<file path="src/rtl/afg_pkg.sv">
// shared types and constants for the audio fifo with read gain
package afg_pkg;

  localparam int SampleW   = 24;
  localparam int LenW      = 12;
  localparam int GainW     = 16;
  localparam int FracBits  = 14;
  localparam int ProdW     = SampleW + GainW + 1;

  localparam logic [GainW-1:0] GainReset = 16'd16384;

  typedef enum logic {
    ST_IDLE,
    ST_READ
  } afg_state_e;

  typedef struct packed {
    logic                      mode;
    logic signed [SampleW-1:0] sample;
    logic                      burst_start;
    logic [LenW-1:0]           request_length;
  } afg_in_t;

  typedef struct packed {
    logic signed [SampleW-1:0] out_sample;
    logic                      out_valid;
    logic                      last;
    logic                      push_ok;
    logic [LenW-1:0]           free_space;
  } afg_out_t;

  // tag that travels beside a sample read from the store
  typedef struct packed {
    logic vld;
    logic last;
  } afg_tag_t;

endpackage

</file>
<file path="src/rtl/afg_gain.sv">
// gain multiply stage with rounding and 24-bit saturation
module afg_gain (
  input  logic                              clk_i,
  input  logic                              rst_ni,
  input  afg_pkg::afg_tag_t                 tag_i,
  input  logic signed [afg_pkg::SampleW-1:0] sample_i,
  input  logic [afg_pkg::GainW-1:0]         gain_i,
  output afg_pkg::afg_tag_t                 tag_o,
  output logic signed [afg_pkg::SampleW-1:0] sample_o
);
  import afg_pkg::*;

  localparam logic signed [ProdW-1:0] RoundBias = ProdW'(1) <<< (FracBits - 1);
  localparam logic signed [ProdW-1:0] SatMax    = ProdW'(8388607);
  localparam logic signed [ProdW-1:0] SatMin    = -ProdW'(8388608);

  logic signed [ProdW-1:0] prod_d, prod_q;
  logic signed [ProdW-1:0] rounded;
  logic signed [ProdW-1:0] scaled;
  afg_tag_t                tag_q;

  assign prod_d = sample_i * $signed({1'b0, gain_i});

  always_ff @(posedge clk_i) begin
    prod_q <= prod_d;
  end

  always_ff @(posedge clk_i or negedge rst_ni) begin
    if (!rst_ni) begin
      tag_q <= '0;
    end else begin
      tag_q <= tag_i;
    end
  end

  // round half up, then clamp
  always_comb begin
    rounded = prod_q + RoundBias;
    scaled  = rounded >>> FracBits;
    if (scaled > SatMax) begin
      sample_o = SampleW'(SatMax);
    end else if (scaled < SatMin) begin
      sample_o = SampleW'(SatMin);
    end else begin
      sample_o = scaled[SampleW-1:0];
    end
  end

  assign tag_o = tag_q;

endmodule

</file>
<file path="config.mk">
export PLATFORM = sky130hd
export DESIGN_NAME = afg_gain
export DESIGN_NICKNAME = d
export VERILOG_FILES = /design/src/rtl/afg_pkg.sv /design/src/rtl/afg_gain.sv
export SDC_FILE = /design/constraint.sdc
export NUM_CORES = 1
export LEC_CHECK = 0
export BUFFER_PORTS_ARGS = -buffer_cell sky130_fd_sc_hd__buf_4
export CAP_MARGIN = 40
export CORE_MARGIN = 2
export CORE_UTILIZATION = 59
export CTS_CLUSTER_SIZE = 30
export DETAILED_ROUTE_END_ITERATION = 8
export PLACE_DENSITY_LB_ADDON = 0.15
export SYNTH_ARGS = -nofsm -noshare
export SYNTH_HDL_FRONTEND = slang
export SYNTH_SLANG_ARGS = --single-unit
</file>
<file path="constraint.sdc">
create_clock -name clk_i -period 2.15 [get_ports clk_i]
set_input_delay 0.1075 -clock clk_i [delete_from_list [all_inputs] [get_ports clk_i]]
set_output_delay 0.1075 -clock clk_i [all_outputs]
set_load 0.05 [all_outputs]
</file>
==> results of run 1 <==
## state kept, by name (all words and copies together) (netlist names)
signal,flops
tag_o,2
prod_q,28
## cells by family (layout without fill, tap and decap cells)
kind of cell	count (synthesis)	after routing	synth area share, %
buffers and inverters	523	862	13.0
AND/OR/NAND/NOR	496	496	15.9
adder cells (fa/ha/maj)	475	475	57.4
AO/OA/AOI/OAI	141	141	6.41
XOR/XNOR	58	58	3.33
flip-flops	30	30	4.00
other	0	1	0
## cell type report
type | instances | share of cell area, %
clock buffer | 7 | 0.687
sequential | 30 | 3.08
tap | 330 | 1.99
timing repair buffer | 404 | 18.3
antenna | 1 | 0.0120
clock inverter | 1 | 0.0241
multi-input combinational | 1170 | 67.8
inverter | 450 | 8.14
## cells in the final DEF (no fill, tap or decap), types with 23 or more instances in the layout
master / n
sky130_fd_sc_hd__and2_1: 115
sky130_fd_sc_hd__and2_4: 33
sky130_fd_sc_hd__buf_12: 23
sky130_fd_sc_hd__buf_4: 291
sky130_fd_sc_hd__buf_6: 70
sky130_fd_sc_hd__fa_1: 356
sky130_fd_sc_hd__ha_1: 75
sky130_fd_sc_hd__ha_4: 23
sky130_fd_sc_hd__inv_1: 409
sky130_fd_sc_hd__inv_2: 40
sky130_fd_sc_hd__nand2_1: 236
sky130_fd_sc_hd__o21ai_4: 27
sky130_fd_sc_hd__xnor2_1: 26
## critical path, delay by kind of cell
kind	cells	cell delay [ns]
AOI/OAI and AO/OA	1	0.18
xor gates and xnor gates	1	0.54
adders and majority gates	7	3.57
buffers and inverters	9	1.06
and+or+nand+nor	2	0.51
## through the flow
stage               utilization, %  setup slack, ns  setup TNS (ns)  instance area [µm²]  hold WS (ns)
floorplan                        -            -3.03          -79.09                16100        -0.188
global placement              73.1            -3.36          -94.14                18500        -0.111
detailed placement            73.1            -3.48          -96.10                18500        -0.105
CTS                           78.8            -3.07          -88.49                20000         0.177
global route                  82.0            -3.68         -107.47                20800         0.177
finish                        82.0            -3.72         -104.59                20800         0.146
## per-layer routing
metal	vias to the layer above	global-route usage (%)
met4	0	15.7
met2	819	64.8
li1	5728	-
met1	6826	37.8
met3	344	3.14
met5	-	0
## timing repair
item | in CTS | in global routing
resized for setup | 211 | 141
cloned | 4 | 1
endpoints found under the setup margin | 52 | 52
pin swaps | 119 | 156
hold buffers | 3 | 0
buffers inserted | 38 | 44
endpoints found under the hold margin | 4 | 0
## final timing paths
kind	slack, ns	end	start
min	0.15	tag_o[0]$_DFF_PN0_	rst_ni
max	-3.72	prod_q[21]$_DFF_P_	gain_i[3]
max in group asynchronous	1.92	tag_o[1]$_DFF_PN0_	rst_ni
min in group clk_i	0.51	tag_o[1]$_DFF_PN0_	tag_i[1]
==> results.py, run 1 <==
metrics = {
    "drt": {
        "wire_length_on_met1_um": 16700,
        "routed_via_density": 5.73,
        "detail_route.first_pass.iterations": 9,
        "drtIter0Drc": 1338,
        "drt-wirelength-per-cell_um": 21.8,
        "wirelength_um": 52200,
        "remaining_drc_errors": 0,
        "top_layer": "met4",
        "vias": 13700,
        "postRouteAntennaNets": 0,
        "wl_met2_um": 26000,
        "met3_length_um": 4970,
    },
    "grt": {
        "antenna_found_initial": 1,
        "grt_pass1_wl_um": 70900,
        "grt_max_degree": 25,
        "first_global_vias": 14600,
        "globalRouteOverflowTotal": 0,
        "global_route.usage.total_pct": 33.9,
    },
    "timing": {
        "tightestPinTransition_ns": 0.679,
        "setup_violations": 52,
        "relSlewSlack_pct": 54.6,
        "fmaxAchievable_mhz": 170,
        "timing_max_transition_violations_final": 0,
        "setup_ws_ns": -3.72,
        "rsz_0062_raised_after_global_routing": "yes",
        "finalHoldViolations": 0,
        "final.min_clock_period_ns": 5.87,
        "layout_worst_path_cycle_share_pct": 273,
    },
    "cts": {
        "cts_num_sinks": 30,
        "clockRootBuffer": "sky130_fd_sc_hd__clkbuf_16",
        "cts-root-to-sink-buffers": 2,
        "cts_tree": "built",
        "clock_tree.htree_level_count": 2,
        "numCtsBuffers": 5,
        "clock_transition_at_the_registers_of_the_reported_paths_ns": 0.07,
    },
    "placed_design": {
        "hpwl_um": 33800,
        "gp_routability_congestion": 0.898,
        "placed_cells": 2300,
        "io_buffer_count": 69,
    },
    "setup_path": {
        "crit_top_cell": "sky130_fd_sc_hd__fa_1",
        "slowest_stage": "sky130_fd_sc_hd__fa_2",
        "critical_path.max_fanout": 16,
        "cp-end-kind": "flop",
        "path_cells": "buf_12 -> and2_4 -> fa_1 -> inv_2 -> fa_1 -> inv_1 -> fa_1 -> fa_1 -> fa_1 -> inv_2 -> fa_2 -> inv_2 -> ha_4 -> buf_4 -> nand4_1 -> buf_4 -> buf_4 -> o21bai_4 -> buf_6 -> xor2_1",
        "critPathMaxStageDelay_ns": 0.71,
        "timing_worst_setup_path_type": "primary input to flop",
        "cp-start-kind": "primary input",
        "timing.critical_path.arrival_ns": 5.99,
        "crit_required_ns": 2.27,
    },
    "run_status": {
        "failed_checks": "setup timing",
        "status": "complete, but fails checks",
    },
    "layout": {
        "nFillCells": 1440,
        "post_layout_nonfiller_instances": 2393,
        "area_growth_pct": 36.0,
        "final-seq-area_um2": 641,
        "finish.net_count": 2580,
        "post_route_cells_drive_above_1_share_pct": 33.4,
        "multi_input_area_um2": 14100,
    },
    "worst_hold_path": {
        "worst_hold_path_type": "primary input to asynchronous set/reset pin",
    },
    "logic_synthesis": {
        "ys_ff_latch": 30,
        "synth.most_common_cell": "sky130_fd_sc_hd__inv_1",
        "synth_cell_types": 58,
        "netlist.area_leader.share_pct": 49.2,
        "synth_edf_count": 0,
        "async_set_or_reset_register_ratio_after_synthesis_pct": 6.67,
        "yosysWarningCount": 0,
        "top_flip_flop_cell_by_instance_count_after_synthesis": "sky130_fd_sc_hd__dfxtp_1",
        "synth.net_count": 2242,
        "yosys-top-cells-area": "sky130_fd_sc_hd__fa_1 (49%), sky130_fd_sc_hd__inv_1 (11%), sky130_fd_sc_hd__ha_1 (8.2%), sky130_fd_sc_hd__nand2_1 (6.3%), sky130_fd_sc_hd__and2_1 (6.1%)",
        "syn_area_um2": 15300,
        "synth_area_leader_cell": "sky130_fd_sc_hd__fa_1",
        "ys_seq_area_share_pct": 4.00,
        "avgSynthCellArea_um2": 8.86,
        "post_synth_most_frequent_cells": "sky130_fd_sc_hd__inv_1 (450), sky130_fd_sc_hd__fa_1 (375), sky130_fd_sc_hd__nand2_1 (257)",
        "postSynthCellCount": 1723,
    },
    "die": {
        "floorplan.die_area_um2": 27200,
        "die_span_x_um": 165,
        "initial_core_util_pct": 60.3,
        "die_h_um": 165,
        "placeableCoreArea_um2": 25300,
        "boundaryPins": 70,
        "placement_rows": 58,
    },
    "job": {
        "drv.max_cap_violation_count": 0,
    },
}
Power of run 1 is left out: the tool's default activity adds up to more than one toggle a clock period on the data nets, which glitch-free logic cannot reach.
==> inputs of run 2 (changes only) <==
--- a/config.mk
+++ b/config.mk
@@ -11,7 +11,7 @@
 export CORE_UTILIZATION = 59
 export CTS_CLUSTER_SIZE = 30
 export DETAILED_ROUTE_END_ITERATION = 8
-export PLACE_DENSITY_LB_ADDON = 0.15
+export PLACE_DENSITY_LB_ADDON = 0.05
 export SYNTH_ARGS = -nofsm -noshare
 export SYNTH_HDL_FRONTEND = slang
 export SYNTH_SLANG_ARGS = --single-unit
==> run 2 against run 1 <==
Sequential share of layout area barely moved; the flow still finishes with violations (setup timing); global-route usage fell by 1.2 points; via count fell by 7.2%; maximum frequency rose by 13%; non-clock buffer count fell by 29; final cell count fell by 1.3%; final area fell by 1.8%; critical path depth rose by 4.
==> results.py, run 2 (synthesized netlist as in run 1, its figures left out) <==
metrics = {
    "run_status": {
        "status": "complete, but fails checks",
        "failed_checks": "setup timing",
    },
    "layout": {
        "mostFrequentLayoutCells": "sky130_fd_sc_hd__inv_1 (417), sky130_fd_sc_hd__fa_1 (355), sky130_fd_sc_hd__buf_4 (269)",
        "multi_input_area_um2": 14000,
        "leading_cell_type_in_the_layout_fill_and_taps_excluded": "sky130_fd_sc_hd__inv_1",
        "final-seq-area_um2": 633,
        "post_route_cells_drive_above_1_share_pct": 31.2,
        "area_growth_pct": 33.7,
        "finalInstanceArea_um2": 20400,
        "finish.net_count": 2551,
        "antenna_cells": 0,
        "largest_register": "prod_q",
        "nFillCells": 1578,
        "largest_reg_flops": 28,
        "post_layout_nonfiller_instances": 2363,
    },
    "die": {
        "placeableCoreArea_um2": 25300,
        "placement_rows": 58,
        "die_span_x_um": 165,
        "floorplan.die_area_um2": 27200,
        "die_h_um": 165,
        "initial_core_util_pct": 60.3,
        "boundaryPins": 70,
    },
    "setup_path": {
        "slowest_stage": "sky130_fd_sc_hd__fa_1",
        "crit_top_cell": "sky130_fd_sc_hd__fa_1",
        "crit_required_ns": 2.31,
        "timing.critical_path.arrival_ns": 5.35,
        "cp-end-kind": "flop",
        "path_cells": "buf_12 -> buf_12 -> buf_12 -> buf_12 -> nand2_4 -> fa_1 -> fa_1 -> fa_1 -> inv_2 -> fa_2 -> fa_1 -> inv_2 -> fa_1 -> inv_2 -> ha_4 -> a21oi_4 -> nand2_2 -> a221oi_2 -> o311a_1 -> o21ai_4 -> a21oi_4 -> buf_4 -> o21ai_2 -> xnor2_1",
        "critical_path.max_fanout": 5,
        "critPathMaxStageDelay_ns": 0.52,
        "timing_worst_setup_path_type": "primary input to flop",
        "cp-start-kind": "primary input",
    },
    "drt": {
        "wirelength_um": 43100,
        "drtIter0Drc": 686,
        "detail_route.first_pass.iterations": 5,
        "postRouteAntennaNets": 0,
        "remaining_drc_errors": 0,
        "vias": 12700,
        "routed_via_density": 5.39,
        "drt-wirelength-per-cell_um": 18.2,
    },
    "cts": {
        "clock_transition_at_the_registers_of_the_reported_paths_ns": 0.05,
        "cts-root-to-sink-buffers": 2,
        "cts_tree": "built",
        "clockRootBuffer": "sky130_fd_sc_hd__clkbuf_16",
        "cts_num_sinks": 30,
        "numCtsBuffers": 5,
        "clock_tree.htree_level_count": 2,
    },
    "timing": {
        "finalHoldViolations": 0,
        "setup_ws_ns": -3.04,
        "final.min_clock_period_ns": 5.19,
        "layout_worst_path_cycle_share_pct": 241,
        "setup_violations": 51,
        "relSlewSlack_pct": 66.8,
        "finalHoldWorstSlack_ns": 0.164,
        "fmaxAchievable_mhz": 193,
        "timing_max_transition_violations_final": 0,
        "rsz_0062_raised_after_global_routing": "yes",
        "tightestPinTransition_ns": 0.493,
    },
    "placed_design": {
        "io_buffer_count": 69,
        "dp_slack_ns": -3.51,
        "place_area_um2": 18600,
        "hpwl_um": 33900,
        "gp_routability_congestion": 0.940,
        "placed_cells": 2306,
    },
    "grt": {
        "grt_pass1_wl_um": 68900,
        "first_global_vias": 14500,
        "grt_max_degree": 24,
        "globalRouteOverflowTotal": 0,
        "antenna_found_initial": 0,
        "global_route.usage.total_pct": 32.6,
    },
    "worst_hold_path": {
        "worst_hold_path_type": "primary input to asynchronous set/reset pin",
    },
    "job": {
        "drv.max_cap_violation_count": 0,
    },
}
[run 2: cell count changes in the layout (fill, tap and decap cells not counted), sizes merged]
cell	delta
diode	-1
buf	-29
[run 2: through the flow]
| stage | utilization [%] | setup TNS [ns] |
|---|---|---|
| 5_1_grt | 80.6 | -94.68 |
| 6_report | 80.6 | -89.43 |
| 2_1_floorplan | - | -79.09 |
| 3_3_place_gp | 73.3 | -95.23 |
| 4_1_cts | 78.3 | -87.03 |
| 3_5_place_dp | 73.3 | -97.50 |
[run 2: final cells by class]
class / count / area share, %
inverter: 450 / 8.30
clock buffer: 7 / 0.699
clock inverter: 1 / 0.0245
multi-input combinational: 1170 / 68.6
timing repair buffer: 375 / 17.3
sequential: 30 / 3.10
tap: 330 / 2.02
[run 2: worst paths after layout]
kind                       startpoint                  to  slack [ns]  cells past startpoint
min                            rst_ni  tag_o[1]$_DFF_PN0_        0.16                      2
max                         gain_i[2]  prod_q[38]$_DFF_P_       -3.04                     24
min in group clk_i           tag_i[0]  tag_o[0]$_DFF_PN0_        0.50                      2
max in group asynchronous      rst_ni  tag_o[0]$_DFF_PN0_        1.90                      2
[run 2: critical path, delay by kind of cell]
family	cells	cell delay [ns]
simple gates	2	0.14
compound gates	6	1.02
xor+xnor	1	0.13
buf+inv	8	0.77
fa+ha+maj	7	3.15
[run 2: per-layer routing]
metal  vias to the layer above  share of wire [%]  track usage [%]
met5                         -                  0                0
met4                         0                5.0             14.0
met3                       154                4.5             2.21
met2                       413                 54             61.5
met1                      6484                 37             38.3
li1                       5674                  -                -
[run 2: what timing repair did]
action	in CTS	in global routing
endpoints found under the setup margin	51	52
pin swaps	96	135
hold buffers	3	0
setup buffers	23	23
hold endpoints to repair	4	0
resized for setup	188	120
cloned	3	0
Power of run 2 is left out for the same reason.
==> inputs of run 3 (changes only) <==
--- a/config.mk
+++ b/config.mk
@@ -6,9 +6,9 @@
 export NUM_CORES = 1
 export LEC_CHECK = 0
 export BUFFER_PORTS_ARGS = -buffer_cell sky130_fd_sc_hd__buf_4
-export CAP_MARGIN = 40
+export CAP_MARGIN = 20
 export CORE_MARGIN = 2
-export CORE_UTILIZATION = 59
+export CORE_UTILIZATION = 60
 export CTS_CLUSTER_SIZE = 30
 export DETAILED_ROUTE_END_ITERATION = 8
 export PLACE_DENSITY_LB_ADDON = 0.05
==> constraint.sdc (replaced) <==
create_clock -name clk_i -period 4.95 [get_ports clk_i]
set_input_delay 0.2475 -clock clk_i [delete_from_list [all_inputs] [get_ports clk_i]]
set_output_delay 0.2475 -clock clk_i [all_outputs]
set_load 0.05 [all_outputs]
==> run 3 against run 2 <==
The run still ends with setup timing left; global-route usage down 0.44 points; die area down 1.6%; count of clock-buffer cells in the layout down 2; critical path depth down 2; worst hold slack worse by 0.088 ns; sequential share of layout area about the same; via count down 3.7%; worst setup slack better by 2.6 ns; final area down 4.9%; routed wire length down 6.2%; first-iteration DRC count up 12%; critical endpoint is now prod_q[39]$_DFF_P_; highest routed layer unchanged.
==> results.py, run 3 (synthesized netlist as in run 1, its figures left out) <==
metrics = {
    "run_status": {
        "status": "complete, but fails checks",
        "failed_checks": "setup timing",
    },
    "cts": {
        "cts_tree": "built",
        "numCtsBuffers": 5,
        "clockRootBuffer": "sky130_fd_sc_hd__clkbuf_16",
        "cts-root-to-sink-buffers": 2,
        "clock_transition_at_the_registers_of_the_reported_paths_ns": 0.05,
        "clock_tree.htree_level_count": 2,
        "cts_num_sinks": 30,
    },
    "timing": {
        "fmaxAchievable_mhz": 185,
        "setup_violations": 24,
        "final.min_clock_period_ns": 5.41,
        "setup_ws_ns": -0.465,
        "layout_worst_path_cycle_share_pct": 109,
        "timing_max_transition_violations_final": 0,
        "relSlewSlack_pct": 40.5,
        "tightestPinTransition_ns": 0.893,
        "rsz_0062_raised_after_global_routing": "yes",
        "finalHoldWorstSlack_ns": 0.0759,
        "finalHoldViolations": 0,
    },
    "worst_hold_path": {
        "worstHoldEndpoint": "tag_o[1]$_DFF_PN0_",
        "hold-path-cell-count": 1,
        "min_from": "tag_i[1]",
        "worst_hold_path_type": "primary input to flop",
    },
    "setup_path": {
        "timing_worst_setup_path_type": "primary input to flop",
        "crit_top_cell": "sky130_fd_sc_hd__fa_1",
        "slowest_stage": "sky130_fd_sc_hd__fa_2",
        "critPathMaxStageDelay_ns": 0.55,
        "cp-start-kind": "primary input",
        "critical_path.max_fanout": 6,
        "timing.critical_path.arrival_ns": 5.57,
        "path_cells": "buf_4 -> buf_4 -> and2_4 -> fa_1 -> inv_2 -> fa_1 -> inv_1 -> fa_2 -> fa_2 -> fa_1 -> inv_2 -> fa_1 -> inv_2 -> ha_4 -> and3_4 -> buf_4 -> a221oi_2 -> o311a_1 -> o21ai_4 -> a21oi_4 -> a2111oi_4 -> a311oi_2",
        "crit_required_ns": 5.11,
        "cp-end-kind": "flop",
    },
    "layout": {
        "post_route_cells_drive_above_1_share_pct": 27.4,
        "mostFrequentLayoutCells": "sky130_fd_sc_hd__inv_1 (423), sky130_fd_sc_hd__fa_1 (357), sky130_fd_sc_hd__buf_4 (281)",
        "largest_register": "prod_q",
        "finish.net_count": 2514,
        "area_growth_pct": 27.0,
        "antenna_cells": 0,
        "leading_cell_type_in_the_layout_fill_and_taps_excluded": "sky130_fd_sc_hd__inv_1",
        "nFillCells": 1761,
        "post_layout_nonfiller_instances": 2326,
        "largest_reg_flops": 28,
    },
    "placed_design": {
        "hpwl_um": 33700,
        "io_buffer_count": 69,
        "placed_cells": 2270,
        "gp_routability_congestion": 0.904,
    },
    "grt": {
        "grt_max_degree": 24,
        "first_global_vias": 13700,
        "global_route.usage.total_pct": 32.2,
        "top_usage_layer": "met2",
        "globalRouteOverflowTotal": 0,
        "gr-usage-met2_pct": 62.3,
        "grt.met1_usage_pct": 36.8,
        "globalRouteMet3Util_pct": 2.44,
        "grt_pass1_wl_um": 66600,
        "antenna_found_initial": 0,
    },
    "die": {
        "boundaryPins": 70,
        "placement_rows": 58,
        "die_h_um": 164,
        "die_span_x_um": 164,
        "floorplan.die_area_um2": 26700,
        "placeableCoreArea_um2": 25100,
        "initial_core_util_pct": 60.8,
    },
    "drt": {
        "drtIter0Drc": 768,
        "vias": 12300,
        "wirelength_um": 40400,
        "remaining_drc_errors": 0,
        "detail_route.first_pass.iterations": 5,
        "drt-wirelength-per-cell_um": 17.4,
        "postRouteAntennaNets": 0,
        "routed_via_density": 5.27,
    },
    "job": {
        "drv.max_cap_violation_count": 0,
    },
}
[run 3: area by class of cell]
type	count	area, µm²	share of cell area [%]
clock buffer	5	125	0.645
clock inverter	3	40.0	0.206
inverter	450	1690	8.72
multi-input combinational	1170	13600	70.0
sequential	30	611	3.15
tap	330	413	2.13
timing repair buffer	338	2930	15.1
[run 3: worst max-delay path, delay by kind of cell]
kind / cells / cell delay, ns
AO/OA/AOI/OAI: 6 / 1.09
buffers and inverters: 7 / 0.56
AND/OR/NAND/NOR: 2 / 0.34
adder cells (fa/ha/maj): 7 / 3.32
[run 3: worst max path at each step]
stage / start / end / cells after the start
6_report: sample_i[5] / prod_q[39]$_DFF_P_ / 22
3_5_place_dp: gain_i[6] / prod_q[37]$_DFF_P_ / 22
4_1_cts: sample_i[6] / prod_q[34]$_DFF_P_ / 22
2_1_floorplan: gain_i[5] / prod_q[37]$_DFF_P_ / 22
3_3_place_gp: gain_i[4] / prod_q[39]$_DFF_P_ / 20
5_1_grt: sample_i[5] / prod_q[39]$_DFF_P_ / 22
[run 3: through the flow]
stage / TNS, ns / setup slack (ns) / utilization (%) / instance area (µm²)
final: -6.51 / -0.465 / 77.3 / 19400
after global routing: -10.51 / -0.609 / 77.3 / 19400
after CTS: -6.53 / -0.416 / 75.8 / 19000
after detailed placement: -17.96 / -0.922 / 71.4 / 17900
after global placement: -16.33 / -0.807 / 71.4 / 17900
after floorplan: -3.75 / -0.373 / - / 15800
[run 3: what timing repair did]
action	4_1_cts	5_1_grt
hold buffers	1	0
endpoints found under the setup margin	26	28
gates cloned	1	1
resized for setup	152	60
pin swaps	98	73
endpoints found under the hold margin	2	0
setup buffers	32	14
[run 3: metal layers]
layer  vias to the layer above  wire, µm
met1                      6229     14700
met3                       102      1580
met4                         0      1820
li1                       5590         -
met2                       338     22300
met5                         -         0
Power of run 3 is left out for the same reason.
